===== config.mk =====
export PLATFORM = sky130hd
export DESIGN_NAME = pixel_field_bit_packer
export DESIGN_NICKNAME = d
export VERILOG_FILES = /design/src/sv/pfbp_pkg.sv /design/src/sv/pfbp_cfg.sv /design/src/sv/pfbp_ctrl.sv /design/src/sv/pfbp_dpath.sv /design/src/sv/pixel_field_bit_packer.sv
export VERILOG_INCLUDE_DIRS = /design/src /design/src/sv
export SDC_FILE = /design/constraint.sdc
export NUM_CORES = 1
export LEC_CHECK = 0
export BUFFER_PORTS_ARGS = -buffer_cell sky130_fd_sc_hd__buf_2
export CAP_MARGIN = 5
export CELL_PAD_IN_SITES_DETAIL_PLACEMENT = 1
export CELL_PAD_IN_SITES_GLOBAL_PLACEMENT = 2
export CORE_MARGIN = 2
export CORE_UTILIZATION = 40
export DETAILED_ROUTE_END_ITERATION = 6
export GPL_TIMING_DRIVEN = 0
export HOLD_SLACK_MARGIN = 0.1
export PLACE_DENSITY = 0.94
export SYNTH_ARGS = -nofsm -noshare
export SYNTH_HDL_FRONTEND = slang
export SYNTH_HIERARCHICAL = 1
export SYNTH_SLANG_ARGS = --single-unit

===== constraint.sdc =====
create_clock -name i_clk -period 17.3 [get_ports i_clk]
set_input_delay 3.46 -clock i_clk [delete_from_list [all_inputs] [get_ports i_clk]]
set_output_delay 3.46 -clock i_clk [all_outputs]
set_load 0.02 [all_outputs]

===== src/sv/pixel_field_bit_packer_macros.svh =====
// Assertion macros shared by the pixel field bit packer.
`ifndef PIXEL_FIELD_BIT_PACKER_MACROS_SVH
`define PIXEL_FIELD_BIT_PACKER_MACROS_SVH

// Same-cycle implication, sampled on i_clk, off during reset.
`define PFBP_ASSERT_IMP(lbl, ante, cons, msg) \
    lbl: assert property (@(posedge i_clk) disable iff (!i_rst_n) (ante) |-> (cons)) \
        else $error(msg);

// Next-cycle implication, sampled on i_clk, off during reset.
`define PFBP_ASSERT_NXT(lbl, ante, cons, msg) \
    lbl: assert property (@(posedge i_clk) disable iff (!i_rst_n) (ante) |=> (cons)) \
        else $error(msg);

`endif


===== src/sv/pfbp_pkg.sv =====
// Types and constants shared by the pixel field bit packer modules.
package pfbp_pkg;

    localparam int NUM_SLOTS  = 8;
    localparam int SLOT_IDX_W = 3;
    localparam int SIZE_W     = 5;
    localparam int CHAN_SEL_W = 2;
    localparam int COUNT_W    = 4;
    localparam int CHAN_W     = 16;
    localparam int ACC_W      = 23;
    localparam int HELD_W     = 5;
    localparam int REM_W      = 8;
    localparam int CFG_IDX_W  = 2;
    localparam int CFG_DATA_W = 40;

    localparam logic [HELD_W-1:0] BYTE_BITS = 5'd8;

    // Configuration register indexes
    localparam logic [CFG_IDX_W-1:0] CFG_FIELD_COUNT    = 2'd0;
    localparam logic [CFG_IDX_W-1:0] CFG_FIELD_CHANNELS = 2'd1;
    localparam logic [CFG_IDX_W-1:0] CFG_FIELD_SIZES    = 2'd2;

    // Channel selector codes
    localparam logic [CHAN_SEL_W-1:0] CH_RED   = 2'd0;
    localparam logic [CHAN_SEL_W-1:0] CH_GREEN = 2'd1;
    localparam logic [CHAN_SEL_W-1:0] CH_BLUE  = 2'd2;
    localparam logic [CHAN_SEL_W-1:0] CH_ALPHA = 2'd3;

    typedef struct packed {
        logic [CHAN_W-1:0] red;
        logic [CHAN_W-1:0] green;
        logic [CHAN_W-1:0] blue;
        logic [CHAN_W-1:0] alpha;
        logic              last_pixel;
    } t_pixel;

    typedef struct packed {
        logic [7:0] packed_byte;
        logic       last_of_run;
        logic       end_of_image;
    } t_byte_out;

    typedef struct packed {
        logic [COUNT_W-1:0]                    count;
        logic [NUM_SLOTS-1:0][CHAN_SEL_W-1:0]  chans;
        logic [NUM_SLOTS-1:0][SIZE_W-1:0]      sizes;
        logic [REM_W-1:0]                      size_sum;
    } t_cfg_view;

    typedef struct packed {
        logic                  busy;
        logic                  load;
        logic                  append;
        logic                  emit;
        logic                  flush;
        logic [SLOT_IDX_W-1:0] slot;
        logic                  last_of_run;
        logic                  end_of_image;
    } t_cmd;

    typedef struct packed {
        logic [HELD_W-1:0] held;
        logic              can_load;
        logic              last;
    } t_sts;

endpackage


===== src/sv/pfbp_cfg.sv =====
// Configuration registers with clamped field count, clamped sizes and their sum.
module pfbp_cfg #(
    parameter int MAX_FIELDS   = 8,
    parameter int CHANNEL_BITS = 16
) (
    input  logic                                i_clk,
    input  logic                                i_rst_n,
    input  logic                                i_cfg_valid,
    output logic                                o_cfg_ready,
    input  logic [pfbp_pkg::CFG_IDX_W-1:0]      i_cfg_index,
    input  logic [pfbp_pkg::CFG_DATA_W-1:0]     i_cfg_data,
    output pfbp_pkg::t_cfg_view                 o_view
);

    localparam logic [pfbp_pkg::COUNT_W-1:0] MAX_CNT  = pfbp_pkg::COUNT_W'(MAX_FIELDS);
    localparam logic [pfbp_pkg::SIZE_W-1:0]  MAX_SIZE = pfbp_pkg::SIZE_W'(CHANNEL_BITS);

    logic [pfbp_pkg::COUNT_W-1:0]                   r_field_count;
    logic [pfbp_pkg::NUM_SLOTS*pfbp_pkg::CHAN_SEL_W-1:0] r_field_channels;
    logic [pfbp_pkg::CFG_DATA_W-1:0]                r_field_sizes;

    // refuse writes while reset is held
    assign o_cfg_ready = i_rst_n;

    always_ff @(posedge i_clk) begin
        if (!i_rst_n) begin
            r_field_count    <= 4'd1;
            r_field_channels <= '0;
            r_field_sizes    <= 40'd16;
        end else if (i_cfg_valid && o_cfg_ready) begin
            unique case (i_cfg_index)
                pfbp_pkg::CFG_FIELD_COUNT: begin
                    r_field_count <= i_cfg_data[pfbp_pkg::COUNT_W-1:0];
                end
                pfbp_pkg::CFG_FIELD_CHANNELS: begin
                    r_field_channels <= i_cfg_data[pfbp_pkg::NUM_SLOTS*pfbp_pkg::CHAN_SEL_W-1:0];
                end
                pfbp_pkg::CFG_FIELD_SIZES: begin
                    r_field_sizes <= i_cfg_data;
                end
                default: begin
                end
            endcase
        end
    end

    always_comb begin
        logic [pfbp_pkg::SIZE_W-1:0] raw;
        logic [pfbp_pkg::REM_W-1:0]  sum;
        o_view = '0;
        sum    = '0;
        if (r_field_count == '0) begin
            o_view.count = 4'd1;
        end else if (r_field_count > MAX_CNT) begin
            o_view.count = MAX_CNT;
        end else begin
            o_view.count = r_field_count;
        end
        for (int k = 0; k < pfbp_pkg::NUM_SLOTS; k++) begin
            o_view.chans[k] = r_field_channels[pfbp_pkg::CHAN_SEL_W*k +: pfbp_pkg::CHAN_SEL_W];
            raw = r_field_sizes[pfbp_pkg::SIZE_W*k +: pfbp_pkg::SIZE_W];
            if (raw == '0) begin
                o_view.sizes[k] = 5'd1;
            end else if (raw > MAX_SIZE) begin
                o_view.sizes[k] = MAX_SIZE;
            end else begin
                o_view.sizes[k] = raw;
            end
            if (pfbp_pkg::COUNT_W'(k) < o_view.count) begin
                sum = sum + pfbp_pkg::REM_W'(o_view.sizes[k]);
            end
        end
        o_view.size_sum = sum;
    end

endmodule


===== src/sv/pfbp_ctrl.sv =====
// Controller: sequences field appends, byte emits and the final flush of one pixel.
module pfbp_ctrl (
    input  logic                 i_clk,
    input  logic                 i_rst_n,
    input  logic                 i_in_valid,
    output logic                 o_in_stall,
    input  pfbp_pkg::t_cfg_view  i_view,
    input  pfbp_pkg::t_sts       i_sts,
    output pfbp_pkg::t_cmd       o_cmd
);

    typedef enum logic [1:0] {
        S_IDLE = 2'b01,
        S_RUN  = 2'b10
    } t_state;

    t_state                          r_state, n_state;
    logic [pfbp_pkg::COUNT_W-1:0]    r_fidx, n_fidx;
    logic [pfbp_pkg::REM_W-1:0]      r_rem, n_rem;

    logic ge_byte;
    logic fields_left;

    assign ge_byte     = i_sts.held >= pfbp_pkg::BYTE_BITS;
    assign fields_left = r_fidx < i_view.count;
    // hold the input off while reset is asserted
    assign o_in_stall  = (r_state != S_IDLE) || !i_rst_n;

    always_comb begin
        n_state = r_state;
        n_fidx  = r_fidx;
        n_rem   = r_rem;
        o_cmd   = '0;
        o_cmd.busy = (r_state == S_RUN);
        o_cmd.slot = r_fidx[pfbp_pkg::SLOT_IDX_W-1:0];
        unique case (r_state)
            S_IDLE: begin
                if (i_in_valid) begin
                    o_cmd.load = 1'b1;
                    n_fidx  = '0;
                    n_rem   = pfbp_pkg::REM_W'(i_sts.held) + i_view.size_sum;
                    n_state = S_RUN;
                end
            end
            S_RUN: begin
                priority if (ge_byte) begin
                    if (i_sts.can_load) begin
                        o_cmd.emit = 1'b1;
                        // last of run when no full byte and no flush follows
                        o_cmd.last_of_run = (r_rem == 8'd8) || (r_rem < 8'd16 && !i_sts.last);
                        o_cmd.end_of_image = o_cmd.last_of_run && i_sts.last;
                        n_rem = r_rem - 8'd8;
                    end
                end else if (fields_left) begin
                    o_cmd.append = 1'b1;
                    n_fidx = r_fidx + 4'd1;
                end else if (i_sts.last && i_sts.held != '0) begin
                    if (i_sts.can_load) begin
                        o_cmd.flush        = 1'b1;
                        o_cmd.last_of_run  = 1'b1;
                        o_cmd.end_of_image = 1'b1;
                    end
                end else begin
                    n_state = S_IDLE;
                end
            end
            default: begin
                n_state = S_IDLE;
            end
        endcase
    end

    always_ff @(posedge i_clk) begin
        if (!i_rst_n) begin
            r_state <= S_IDLE;
            r_fidx  <= '0;
            r_rem   <= '0;
        end else begin
            r_state <= n_state;
            r_fidx  <= n_fidx;
            r_rem   <= n_rem;
        end
    end

endmodule


===== src/sv/pfbp_dpath.sv =====
// Datapath: pixel register, bit accumulator and output byte register.
module pfbp_dpath #(
    parameter int CHANNEL_BITS = 16
) (
    input  logic                 i_clk,
    input  logic                 i_rst_n,
    input  pfbp_pkg::t_pixel     i_in,
    input  pfbp_pkg::t_cfg_view  i_view,
    input  pfbp_pkg::t_cmd       i_cmd,
    input  logic                 i_out_stall,
    output logic                 o_out_valid,
    output pfbp_pkg::t_byte_out  o_out,
    output pfbp_pkg::t_sts       o_sts
);

    localparam logic [pfbp_pkg::CHAN_W-1:0] CHAN_MASK =
        pfbp_pkg::CHAN_W'((32'd1 << CHANNEL_BITS) - 32'd1);
    localparam logic [pfbp_pkg::SIZE_W-1:0] CHAN_SIZE = pfbp_pkg::SIZE_W'(CHANNEL_BITS);

    pfbp_pkg::t_pixel              r_pix;
    logic [pfbp_pkg::ACC_W-1:0]    r_acc, n_acc;
    logic [pfbp_pkg::HELD_W-1:0]   r_held, n_held;
    logic                          r_out_valid;
    pfbp_pkg::t_byte_out           r_out;

    logic [pfbp_pkg::CHAN_W-1:0]   chan;
    logic [pfbp_pkg::CHAN_W-1:0]   field_val;
    logic [pfbp_pkg::SIZE_W-1:0]   size;
    logic [pfbp_pkg::ACC_W-1:0]    acc_down;
    logic [3:0]                    pad_shift;
    logic [7:0]                    pad_byte;
    logic [7:0]                    out_byte;
    logic                          can_load;

    always_comb begin
        chan = r_pix.red;
        unique case (i_view.chans[i_cmd.slot])
            pfbp_pkg::CH_RED:   chan = r_pix.red;
            pfbp_pkg::CH_GREEN: chan = r_pix.green;
            pfbp_pkg::CH_BLUE:  chan = r_pix.blue;
            pfbp_pkg::CH_ALPHA: chan = r_pix.alpha;
            default:            chan = r_pix.red;
        endcase
    end

    // top size bits of the channel, right aligned
    assign size      = i_view.sizes[i_cmd.slot];
    assign field_val = (chan & CHAN_MASK) >> (CHAN_SIZE - size);

    assign acc_down  = r_acc >> (r_held - pfbp_pkg::BYTE_BITS);
    assign pad_shift = 4'd8 - {1'b0, r_held[2:0]};
    assign pad_byte  = r_acc[7:0] << pad_shift;
    assign out_byte  = i_cmd.flush ? pad_byte : acc_down[7:0];

    assign can_load  = !r_out_valid || !i_out_stall;

    always_comb begin
        n_acc  = r_acc;
        n_held = r_held;
        if (i_cmd.append) begin
            n_acc  = (r_acc << size) | pfbp_pkg::ACC_W'(field_val);
            n_held = r_held + pfbp_pkg::HELD_W'(size);
        end else if (i_cmd.emit) begin
            n_held = r_held - pfbp_pkg::BYTE_BITS;
        end else if (i_cmd.flush) begin
            n_held = '0;
        end
    end

    always_ff @(posedge i_clk) begin
        if (i_cmd.load) begin
            r_pix <= i_in;
        end
        r_acc <= n_acc;
        if (i_cmd.emit || i_cmd.flush) begin
            r_out.packed_byte  <= out_byte;
            r_out.last_of_run  <= i_cmd.last_of_run;
            r_out.end_of_image <= i_cmd.end_of_image;
        end
    end

    always_ff @(posedge i_clk) begin
        if (!i_rst_n) begin
            r_held      <= '0;
            r_out_valid <= 1'b0;
        end else begin
            r_held <= n_held;
            if (i_cmd.emit || i_cmd.flush) begin
                r_out_valid <= 1'b1;
            end else if (!i_out_stall) begin
                r_out_valid <= 1'b0;
            end
        end
    end

    assign o_out_valid    = r_out_valid;
    assign o_out          = r_out;
    assign o_sts.held     = r_held;
    assign o_sts.can_load = can_load;
    assign o_sts.last     = r_pix.last_pixel;

endmodule


===== src/sv/pixel_field_bit_packer.sv =====
// Pixel field bit packer: packs the top bits of configured RGBA channels, MSB first, into
// a byte stream that runs across pixels; on a pixel marked last, a partial byte is flushed
// with zero padding and the stream restarts empty. One pixel at a time: after a pixel is
// taken the input stays stalled while the controller appends each field, emitting each
// completed byte (and the flush) before the next append once the output register can take
// it, and then returns to idle, where the next pixel is taken. A byte that waits on a
// stalled output register holds the pixel up. An output register holds each byte; a byte
// is loaded into it when it is empty or being taken in the same cycle. Configuration must
// be written only when idle; the block does not enforce this. The config port is ready
// whenever reset is released. No clearing pass after reset.
`include "pixel_field_bit_packer_macros.svh"

module pixel_field_bit_packer #(
    parameter int MAX_FIELDS   = 8,
    parameter int CHANNEL_BITS = 16
) (
    input  logic                             i_clk,
    input  logic                             i_rst_n,
    input  logic                             i_in_valid,
    output logic                             o_in_stall,
    input  pfbp_pkg::t_pixel                 i_in,
    output logic                             o_out_valid,
    input  logic                             i_out_stall,
    output pfbp_pkg::t_byte_out              o_out,
    input  logic                             i_cfg_valid,
    output logic                             o_cfg_ready,
    input  logic [pfbp_pkg::CFG_IDX_W-1:0]   i_cfg_index,
    input  logic [pfbp_pkg::CFG_DATA_W-1:0]  i_cfg_data
);

    pfbp_pkg::t_cfg_view s_view;
    pfbp_pkg::t_cmd      s_cmd;
    pfbp_pkg::t_sts      s_sts;

    pfbp_cfg #(
        .MAX_FIELDS   (MAX_FIELDS),
        .CHANNEL_BITS (CHANNEL_BITS)
    ) u_cfg (
        .i_clk       (i_clk),
        .i_rst_n     (i_rst_n),
        .i_cfg_valid (i_cfg_valid),
        .o_cfg_ready (o_cfg_ready),
        .i_cfg_index (i_cfg_index),
        .i_cfg_data  (i_cfg_data),
        .o_view      (s_view)
    );

    pfbp_ctrl u_ctrl (
        .i_clk      (i_clk),
        .i_rst_n    (i_rst_n),
        .i_in_valid (i_in_valid),
        .o_in_stall (o_in_stall),
        .i_view     (s_view),
        .i_sts      (s_sts),
        .o_cmd      (s_cmd)
    );

    pfbp_dpath #(
        .CHANNEL_BITS (CHANNEL_BITS)
    ) u_dpath (
        .i_clk       (i_clk),
        .i_rst_n     (i_rst_n),
        .i_in        (i_in),
        .i_view      (s_view),
        .i_cmd       (s_cmd),
        .i_out_stall (i_out_stall),
        .o_out_valid (o_out_valid),
        .o_out       (o_out),
        .o_sts       (s_sts)
    );

    `PFBP_ASSERT_IMP(a_eoi_on_last_byte, o_out_valid && o_out.end_of_image, o_out.last_of_run, "end of image on a byte that is not last of run")
    `PFBP_ASSERT_IMP(a_byte_has_room, s_cmd.emit || s_cmd.flush, s_sts.can_load, "byte formed while output register is blocked")
    `PFBP_ASSERT_IMP(a_idle_partial_only, !s_cmd.busy, s_sts.held < pfbp_pkg::BYTE_BITS, "full byte left behind when idle")
    `PFBP_ASSERT_IMP(a_last_pixel_empties, $fell(s_cmd.busy) && s_sts.last, s_sts.held == '0, "bits held after a last pixel")

endmodule


==> out/metrics.yaml, run 1 <==
setup_path:
  startpoint_type: "flop"
  critPathLaunch: "u_cfg/r_field_sizes[1]$_SDFFE_PN0P_"
  regToRegStartpoint: "u_cfg/r_field_sizes[1]$_SDFFE_PN0P_"
  reg2regPathDepth: 42
  slowest_stage: "o21ai_0"
  slowest_delay_ns: 0.42
  path_delay_family: "compound AO/OA/AOI/OAI gates"
  critPathArrivalTime_ns: 9.04
  crit_buf_inv: 1
  path_class: "flop to flop"
  required_ns: 17.64
  path_max_fanout: 5
  end_kind: "flop"
  ff2ff_setup_slack_ns: 8.59
  reg2reg_to: "u_ctrl/r_rem[6]$_SDFFE_PN0P_"
yosys:
  synthTopCellsByArea: "edfxtp_1 (22%), dfxtp_1 (12%), mux2i_1 (8.3%)"
  synth_top_area_share_pct: 21.87
  synthMostInstantiatedCell: "nand2_1"
  avgSynthCellArea_um2: 9.333
  syn-cell-area_um2: 13460
  synth_fa_ha_area_share_pct: 6.210
  yosysWarnings: 6
  synth_common_cells: "nand2_1 (213), mux2i_1 (112), edfxtp_1 (98), dfxtp_1 (80), nor2_1 (80)"
  synth_top_family_by_area: "simple AND/OR/NAND/NOR gates"
  synth_xor_area_share_pct: 2.650
  synthCells: 1442
  synth_edf_count: 98
  async_flop_share_pct: 0
  ys_types: 106
  synth-compound-area-share_pct: 18.16
  synth_area_leader_cell: "edfxtp_1"
  synth_nets: 1616
  ys_ff_latch: 178
  synth-main-ff-cell: "edfxtp_1"
  yosysSeqAreaShare_pct: 33.77
  synthMuxAreaShare_pct: 15.77
  synthSimpleGateAreaFrac_pct: 18.17
power:
  p_sw_mw: 0.3290
  leakagePower_nw: 6.055
  internal_power_mw: 0.7639
  seqPwrFrac_pct: 43.8
  p_sw_share_pct: 30.10
  peakVddDrop_uv: 74.35
  total_power_mw: 1.093
  combPwrFrac_pct: 20.2
  power_frac_clock_pct: 36.1
  powerDensity_nw_per_um2: 71.61
clock_network:
  cts_inserted_buffers: 17
  cts-resized-gates: 0
  cts_sinks: 178
  cts_tree: "done"
  clkLatencyLatePin_ns: 0.45
  cts_htree_levels: 4
  holdBufCountCts: 0
  cts_root_buffer: "clkbuf_16"
  path_clk_slew_ns: 0.07
  post_cts_buffers: 0
  clock_path_buffers: 2
finish:
  nFillCells: 3965
  area_growth_pct: 13.41
  diodes: 0
  final_area_um2: 15260
  drive_gt1_share_pct: 18.70
  nNetsFinal: 1760
global_routing:
  grt_usage_pct: 23.52
  grt_pass1_wl_mm: 65.53
  grt_pass1_vias: 11940
  antenna_found_initial: 0
  grt_max_degree: 70
  grt_overflow: 0
floorplan:
  core_region_area_um2: 33360
  die_area_um2: 35130
  start_util_pct: 40.34
  pin_count: 125
  die_h_um: 187.4
  fp-row-count: 67
  die_x_um: 187.4
placed_design:
  portBuffers: 124
  finalWeightedCongestion: 0.9408
  hpwl_mm: 32.52
  pre_cts_ws_ns: 8.669
  post_dp_cell_area_um2: 14670
drt:
  drc_errors: 0
  dr_total_vias: 11600
  avgViaCountPerCell: 5.665
  dr.pass1.iters: 5
  drt_iter0_markers: 771
  routed_wirelength_mm: 40.95
  ant_nets: 0
  wl_per_cell_um: 20.00
sta:
  slew_viol_final: 0
  worst_slew_pin_slew_ns: 1.047
  fin_crit_sh_pct: 50.32
  setup_viol: 0
  rsz0062_at_grt: "false"
  setup_slack_ns: 8.595
  max_slew_margin_pct: 30.03
  fmax_mhz: 114.9
  skew_ns: 0.01743
  period_needed_ns: 8.705
  finalHoldViolCount: 0
  setup_tns_ns: 0
outcome:
  status: "finished clean"
worst_hold_path:
  hp-class: "flop to flop"
  min_from: "u_ctrl/r_rem[1]$_SDFFE_PN0P_"
  min_path_cells: 2
  hold_end: "u_ctrl/r_rem[1]$_SDFFE_PN0P_"
flow_run:
  drv_cap: 0
==> power by group through the flow <==
| stage | logic (mW) | registers, mW | clock network, mW |
|---|---|---|---|
| 6_report | 0.221 | 0.478 | 0.394 |
| 5_1_grt | 0.242 | 0.480 | 0.419 |
| 4_1_cts | 0.219 | 0.478 | 0.403 |
| 3_5_place_dp | 0.217 | 0.488 | 0 |
| 3_3_place_gp | 0.209 | 0.488 | 0 |
| 2_1_floorplan | 0.149 | 0.484 | 0 |
==> registers in the layout, summed over array words and instances (netlist names) <==
signal,count
u_cfg/r_field_channels,16
u_cfg/r_field_count,4
u_cfg/r_field_sizes,40
u_ctrl/r_fidx,4
u_ctrl/r_rem,8
u_ctrl/r_state,2
u_dpath/o_out,10
u_dpath/o_out_valid,1
u_dpath/o_sts,1
u_dpath/r_acc,23
u_dpath/r_held,5
u_dpath/r_pix,64
==> cell type report <==
type                    instances  area (um^2)  area share, %
repair buffers                125        648.1          4.247
flip-flops and latches        178         4544          29.78
clock buffers                  17        425.4          2.787
plain buffers                  96        538.0          3.525
well taps                     448        560.5          3.673
multi-input cells            1121         8203          53.75
clock inverters                15        166.4          1.090
inverters                      47        176.4          1.156
==> cells in the final DEF (no fill, tap or decap), types with 14 or more instances in the layout <==
cell type	Yosys	layout
mux2i_1	112	112
buf_2	17	141
nor2b_1	45	45
nand3_1	57	57
a21oi_1	53	53
ha_1	54	54
xnor2_1	24	24
edfxtp_1	98	98
nand2b_1	14	14
clkbuf_1	47	46
a21o_1	17	17
mux2_2	19	19
inv_1	42	42
nor2_1	80	80
mux4_2	27	27
o211ai_1	15	15
clkbuf_16	0	17
and2_1	14	14
nand2_1	213	213
a21boi_0	58	58
dfxtp_1	80	80
o21ai_0	76	76
nor3_1	28	28
==> worst reg2reg max path: cells and delay by family, from the launching register on <==
family                     cells  cell delay (ns)
AOI/OAI and AO/OA             19             3.60
adders and majority gates      7             2.16
and+or+nand+nor               10             1.43
xor gates and xnor gates       5             0.93
DFF                            1             0.40
buffers and inverters          1             0.09
==> worst max-delay path by stage <==
stage / end / slack [ns] / depth (start not counted)
floorplan: u_ctrl/r_rem[6]$_SDFFE_PN0P_ / 9.72 / 33
global placement: u_ctrl/r_rem[6]$_SDFFE_PN0P_ / 8.90 / 42
detailed placement: u_ctrl/r_rem[6]$_SDFFE_PN0P_ / 8.67 / 42
CTS: u_ctrl/r_rem[6]$_SDFFE_PN0P_ / 8.63 / 42
global route: u_ctrl/r_rem[6]$_SDFFE_PN0P_ / 7.86 / 42
finish: u_ctrl/r_rem[6]$_SDFFE_PN0P_ / 8.59 / 42
==> through the flow <==
stage / utilization, % / cells / hold WS [ns]
after floorplan: - / 1442 / 0.4362
after global placement: 43.88 / 2014 / 0.4460
final: 45.74 / 2047 / 0.4623
after CTS: 45.74 / 2047 / 0.4630
after detailed placement: 43.97 / 2015 / 0.4528
after global routing: 45.74 / 2047 / 0.5005
==> cells by family after synthesis <==
group	after synthesis
mux	167
simple gates	507
compound gates	346
xor+xnor	39
buf+inv	143
fa+ha+maj	62
flops	178
==> metal layers <==
metal | share of wire [%] | GRT usage (%) | up-vias | wire length [um]
li1 | - | - | 5563 | -
met1 | 47 | 32.11 | 5689 | 19250
met2 | 47 | 38.32 | 275 | 19110
met3 | 3.8 | 3.471 | 69 | 1573
met4 | 2.5 | 7.813 | 0 | 1013
met5 | 0 | 0 | - | 0
(Power assumes the default switching activity.)
==> run 2: changes to the inputs <==
ABC_AREA = 1   (was default)
CORE_UTILIZATION = 31   (was 40)
PLACE_DENSITY = 0.87   (was 0.94)
clock period = 7.1 ns   (was 17.3 ns; I/O delays follow)
==> out/metrics.yaml, run 2 <==
clock_network:
  path_clk_slew_ns: 0.09
  cts_root_buffer: "clkbuf_16"
  cts_htree_levels: 4
  cts_sinks: 178
  cts_inserted_buffers: 17
  clkLatencyLatePin_ns: 0.45
  clock_path_buffers: 2
  holdBufCountCts: 0
  cts_tree: "done"
power:
  peakVddDrop_uv: 216.0
  combPwrFrac_pct: 51.3
  internal_power_mw: 2.519
  seqPwrFrac_pct: 27.5
  powerDensity_nw_per_um2: 286.5
  p_sw_share_pct: 46.57
  leakagePower_nw: 7.112
  power_frac_clock_pct: 21.2
  p_sw_mw: 2.196
global_routing:
  antenna_found_initial: 1
  grt_pass1_wl_mm: 74.73
  grt_max_degree: 36
  grt_overflow: 0
  grt_usage_pct: 21.46
  grt_pass1_vias: 13730
setup_path:
  path_max_fanout: 4
  path_class: "flop to flop"
  slowest_stage: "fa_2"
  required_ns: 7.48
  reg2regPathDepth: 43
  end_kind: "flop"
  slowest_delay_ns: 0.55
  regToRegStartpoint: "u_cfg/r_field_sizes[0]$_SDFFE_PN0P_"
  startpoint_type: "flop"
  reg2reg_to: "u_ctrl/r_rem[7]$_SDFFE_PN0P_"
  crit_buf_inv: 7
  path_delay_family: "adder cells"
  cp_common_cell: "inv_2"
  ff2ff_setup_slack_ns: -0.1
  critPathArrivalTime_ns: 7.58
placed_design:
  dp_cells: 2503
  finalWeightedCongestion: 0.9134
  portBuffers: 124
  hpwl_mm: 36.72
finish:
  reg.largest.list: "u_dpath/r_pix (64), u_cfg/r_field_sizes (40), u_dpath/r_acc (23)"
  area_growth_pct: 25.22
  regMostFlops: "u_dpath/r_pix"
  nNetsFinal: 2241
  final_common_cell: "nand2_1"
  most-common-layout-cells: "nand2_1 (365), nand3_1 (209), o21ai_0 (159), inv_1 (158), nor2_1 (156)"
  diodes: 0
  layoutNonFillerInstCount: 2619
  drive_gt1_share_pct: 25.96
  largest_reg_flops: 64
flow_run:
  drv_cap: 0
yosys:
  synth_top_area_share_pct: 22.39
  synth_common_cells: "nand2_1 (384), nand3_1 (216), inv_1 (179), nor2_1 (176), o21ai_0 (166)"
  synth-main-ff-cell: "edfxtp_1"
  synth_nets: 2013
  syn-cell-area_um2: 13140
  async_flop_share_pct: 0
  ys_types: 60
  avgSynthCellArea_um2: 7.147
  yosysSeqAreaShare_pct: 34.58
  synthMostInstantiatedCell: "nand2_1"
  yosysWarnings: 6
  ys_ff_latch: 178
  synth_edf_count: 98
  synthTopCellsByArea: "edfxtp_1 (22%), dfxtp_1 (12%), nand2_1 (11%)"
  synthCells: 1839
  synth_area_leader_cell: "edfxtp_1"
sta:
  slew_viol_final: 0
  setup_viol: 4
  worst_slew_pin_slew_ns: 1.176
  setup_tns_ns: -0.2449
  fin_crit_sh_pct: 101.4
  fmax_mhz: 138.9
  max_slew_margin_pct: 21.23
  rsz0062_at_grt: "true"
  finalHoldViolCount: 0
  period_needed_ns: 7.198
  skew_ns: 0.01482
  setup_slack_ns: -0.09793
drt:
  dr_total_vias: 13620
  drc_errors: 0
  dr.pass1.iters: 5
  ant_nets: 0
  wl_per_cell_um: 18.51
  avgViaCountPerCell: 5.200
  drt_iter0_markers: 744
  routed_wirelength_mm: 48.47
floorplan:
  die_x_um: 209.9
  die_h_um: 209.9
  core_region_area_um2: 41850
  pin_count: 125
  fp-row-count: 75
  start_util_pct: 31.40
  die_area_um2: 44060
outcome:
  violations: "negative setup slack"
  status: "finished with violations"
worst_hold_path:
  hold_end: "u_ctrl/r_rem[1]$_SDFFE_PN0P_"
  hp-class: "flop to flop"
  min_from: "u_ctrl/r_rem[1]$_SDFFE_PN0P_"
  min_path_cells: 2
[run 2: changes by cell type in the layout (fill, tap and decap cells not counted), sizes merged, moves of 37 or more]
cell and change:
a21oi +37, nand2 +198, mux2i -112, o21ai +146
nor2 +106, nand3 +177, nor2b -45, inv +159
buf +79, a21boi -57
[run 2: power by group through the flow]
stage | sequential [mW] | combinational, mW | clock, mW
floorplan | 1.30 | 1.58 | 0
global placement | 1.32 | 2.19 | 0
detailed placement | 1.32 | 2.24 | 0
CTS | 1.30 | 2.33 | 1.02
global route | 1.31 | 2.67 | 1.06
finish | 1.30 | 2.42 | 1.00
[run 2: stage by stage]
| step | instance area [um^2] | hold slack, ns | total power [mW] | util (%) | setup WS, ns |
|---|---|---|---|---|---|
| floorplan | 13150 | 0.4294 | 2.879 | - | 0.06751 |
| global placement | 14440 | 0.4540 | 3.507 | 34.51 | -0.7045 |
| detailed placement | 14470 | 0.4550 | 3.556 | 34.57 | -0.9249 |
| CTS | 15940 | 0.4658 | 4.642 | 38.08 | -0.001418 |
| global route | 16460 | 0.4909 | 5.039 | 39.32 | -0.4512 |
| finish | 16460 | 0.4710 | 4.716 | 39.32 | -0.09793 |
[run 2: how the worst max path moves through the flow]
stage	from	to	slack (ns)	cells past startpoint
after detailed placement	u_cfg/r_field_sizes[4]$_SDFFE_PN1P_	u_ctrl/r_rem[7]$_SDFFE_PN0P_	-0.92	45
after CTS	u_cfg/r_field_sizes[6]$_SDFFE_PN0P_	u_ctrl/r_rem[7]$_SDFFE_PN0P_	-0.001	50
final	u_cfg/r_field_sizes[0]$_SDFFE_PN0P_	u_ctrl/r_rem[7]$_SDFFE_PN0P_	-0.1	43
after global routing	u_cfg/r_field_sizes[5]$_SDFFE_PN0P_	u_ctrl/r_rem[7]$_SDFFE_PN0P_	-0.45	41
after global placement	u_cfg/r_field_sizes[4]$_SDFFE_PN1P_	u_ctrl/r_rem[7]$_SDFFE_PN0P_	-0.70	45
after floorplan	u_cfg/r_field_sizes[0]$_SDFFE_PN0P_	u_ctrl/r_rem[7]$_SDFFE_PN0P_	0.07	43
[run 2: tightest hold or removal path: cells and delay by family, from the launching register on]
family	cells	cell delay, ns
AO/OA/AOI/OAI	1	0.06
flip-flops	1	0.30
buffers and inverters	1	0.07
[run 2: cell type report]
| class | count | area, um^2 |
|---|---|---|
| multi-input cells | 1368 | 8075 |
| plain buffers | 86 | 452.9 |
| fillers | 5257 | 25400 |
| inverters | 207 | 793.3 |
| repair buffers | 209 | 1282 |
| well taps | 539 | 674.4 |
| flip-flops and latches | 178 | 4563 |
| clock buffers | 17 | 425.4 |
| clock inverters | 15 | 190.2 |
[run 2: cells by family (layout without fill, tap and decap cells)]
family	Yosys count	in the layout	synth area share, %
buffers and inverters	293	534	9.396
multiplexers	4	4	0.3047
flip-flops	178	178	34.58
AND/OR/NAND/NOR	893	893	31.09
XOR/XNOR	19	19	1.466
AO/OA/AOI/OAI	390	390	16.80
adder cells (fa/ha/maj)	62	62	6.359
[run 2: timing repair]
item                       CTS  global route
hold endpoints to repair     0             0
pin swaps                   92            86
setup buffers               62            23
gates resized for setup     95            82
setup endpoints to repair    6             6
[run 2: layer usage]
metal	vias up	track usage, %	routed length [um]
met5	-	0	0
met4	0	4.696	719
met3	47	2.439	1959
met2	317	36.12	23000
met1	6623	29.59	22790
li1	6633	-	-
==> run 3: changes to the inputs <==
GPL_TIMING_DRIVEN = default   (was 0)
==> out/metrics.yaml, run 3 (same netlist as run 2, synthesis figures left out) <==
outcome:
  status: "finished clean"
power:
  p_sw_mw: 2.135
  combPwrFrac_pct: 50.1
  leakagePower_nw: 7.014
  power_frac_clock_pct: 21.9
  p_sw_share_pct: 46.21
  powerDensity_nw_per_um2: 285.5
  seqPwrFrac_pct: 28.0
  internal_power_mw: 2.485
  peakVddDrop_uv: 182.3
global_routing:
  grt_usage_pct: 20.32
  antenna_found_initial: 0
  grt_pass1_wl_mm: 71.35
  grt_overflow: 0
  grt_max_degree: 67
  grt_pass1_vias: 13450
finish:
  drive_gt1_share_pct: 26.37
  most-common-layout-cells: "nand2_1 (359), nand3_1 (204), inv_1 (164), o21ai_0 (160), nor2_1 (154)"
  area_growth_pct: 23.11
  largest_reg_flops: 64
  final_common_cell: "nand2_1"
  nFillCells: 5257
  nNetsFinal: 2175
  reg.largest.list: "u_dpath/r_pix (64), u_cfg/r_field_sizes (40), u_dpath/r_acc (23)"
  diodes: 0
  regMostFlops: "u_dpath/r_pix"
setup_path:
  path_class: "flop to flop"
  required_ns: 7.47
  cp_common_cell: "inv_2"
  path_max_fanout: 3
  slowest_delay_ns: 0.53
  startpoint_type: "flop"
  end_kind: "flop"
  critPathArrivalTime_ns: 7.44
  slowest_stage: "fa_2"
sta:
  max_slew_margin_pct: 19.59
  fin_crit_sh_pct: 99.62
  worst_slew_pin_slew_ns: 1.201
  slew_viol_final: 0
  finalHoldViolCount: 0
  setup_slack_ns: 0.02725
  setup_viol: 0
  rsz0062_at_grt: "true"
  fmax_mhz: 141.4
  setup_tns_ns: 0
  period_needed_ns: 7.073
  whs_ns: 0.4806
  skew_ns: 0.01651
floorplan:
  pin_count: 125
  die_x_um: 209.9
  fp-row-count: 75
  die_h_um: 209.9
  die_area_um2: 44060
  start_util_pct: 31.40
  core_region_area_um2: 41850
placed_design:
  pre_cts_ws_ns: -0.4497
  hpwl_mm: 34.23
  portBuffers: 124
  finalWeightedCongestion: 0.8888
clock_network:
  cts_root_buffer: "clkbuf_16"
  cts_htree_levels: 4
  holdBufCountCts: 0
  cts_tree: "done"
  clock_path_buffers: 2
  clkLatencyLatePin_ns: 0.44
  cts_sinks: 178
  path_clk_slew_ns: 0.08
  cts_inserted_buffers: 17
drt:
  dr_total_vias: 13250
  drc_errors: 0
  avgViaCountPerCell: 5.189
  dr.pass1.iters: 6
  wl_per_cell_um: 18.07
  drt_iter0_markers: 621
  ant_nets: 0
  routed_wirelength_mm: 46.14
flow_run:
  drv_cap: 0
worst_hold_path:
  hp-class: "flop to flop"
run 3: timing repair:
action	CTS	global route
pin swaps	36	70
buffers inserted	12	19
gates resized for setup	46	132
setup endpoints to repair	6	6
run 3: power by group through the flow:
stage / combinational (mW) / clock, mW / sequential, mW
final: 2.31 / 1.01 / 1.29
after global routing: 2.58 / 1.08 / 1.30
after CTS: 2.21 / 1.04 / 1.29
after detailed placement: 2.16 / 0 / 1.31
after global placement: 2.11 / 0 / 1.31
after floorplan: 1.58 / 0 / 1.30
run 3: routing by layer:
metal  GRT usage [%]  part of all wire, %
met1           28.41                   47
met2           33.80                   48
met3           2.259                  3.5
met4           4.353                  1.5
met5               0                    0
run 3: stage by stage:
stage | cells | utilization (%) | power [mW] | instance area [um^2]
3_3_place_gp | 2490 | 34.78 | 3.418 | 14560
5_1_grt | 2553 | 38.66 | 4.964 | 16180
6_report | 2553 | 38.66 | 4.620 | 16180
2_1_floorplan | 1839 | - | 2.879 | 13150
3_5_place_dp | 2490 | 34.78 | 3.475 | 14560
4_1_cts | 2534 | 36.96 | 4.536 | 15470
run 3: area by class of cell:
class / count / area [um^2] / share of cell area [%]
sequential: 178 / 4556 / 28.16
clock buffer: 17 / 425.4 / 2.629
timing repair buffer: 229 / 1431 / 8.846
clock inverter: 15 / 200.2 / 1.237
tap: 539 / 674.4 / 4.168
multi-input combinational: 1368 / 8104 / 50.09
inverter: 207 / 789.5 / 4.879
run 3: final timing paths:
path                                                      to  slack [ns]                                 from  cells past startpoint
worst min-delay path            u_ctrl/r_rem[1]$_SDFFE_PN0P_        0.48         u_ctrl/r_rem[1]$_SDFFE_PN0P_                      2
worst max register to register  u_ctrl/r_rem[7]$_SDFFE_PN0P_        0.03  u_cfg/r_field_sizes[3]$_SDFFE_PN0P_                     46
worst max-delay path            u_ctrl/r_rem[7]$_SDFFE_PN0P_        0.03  u_cfg/r_field_sizes[3]$_SDFFE_PN0P_                     46
worst min register to register  u_ctrl/r_rem[1]$_SDFFE_PN0P_        0.48         u_ctrl/r_rem[1]$_SDFFE_PN0P_                      2
run 3: worst max-delay path: cells and delay by family, from the launching register on:
family	cells	cell delay, ns
AND/OR/NAND/NOR	15	1.53
buffers and inverters	13	0.99
XOR/XNOR	1	0.14
flip-flops	1	0.36
AO/OA/AOI/OAI	10	1.28
adder cells (fa/ha/maj)	7	2.67
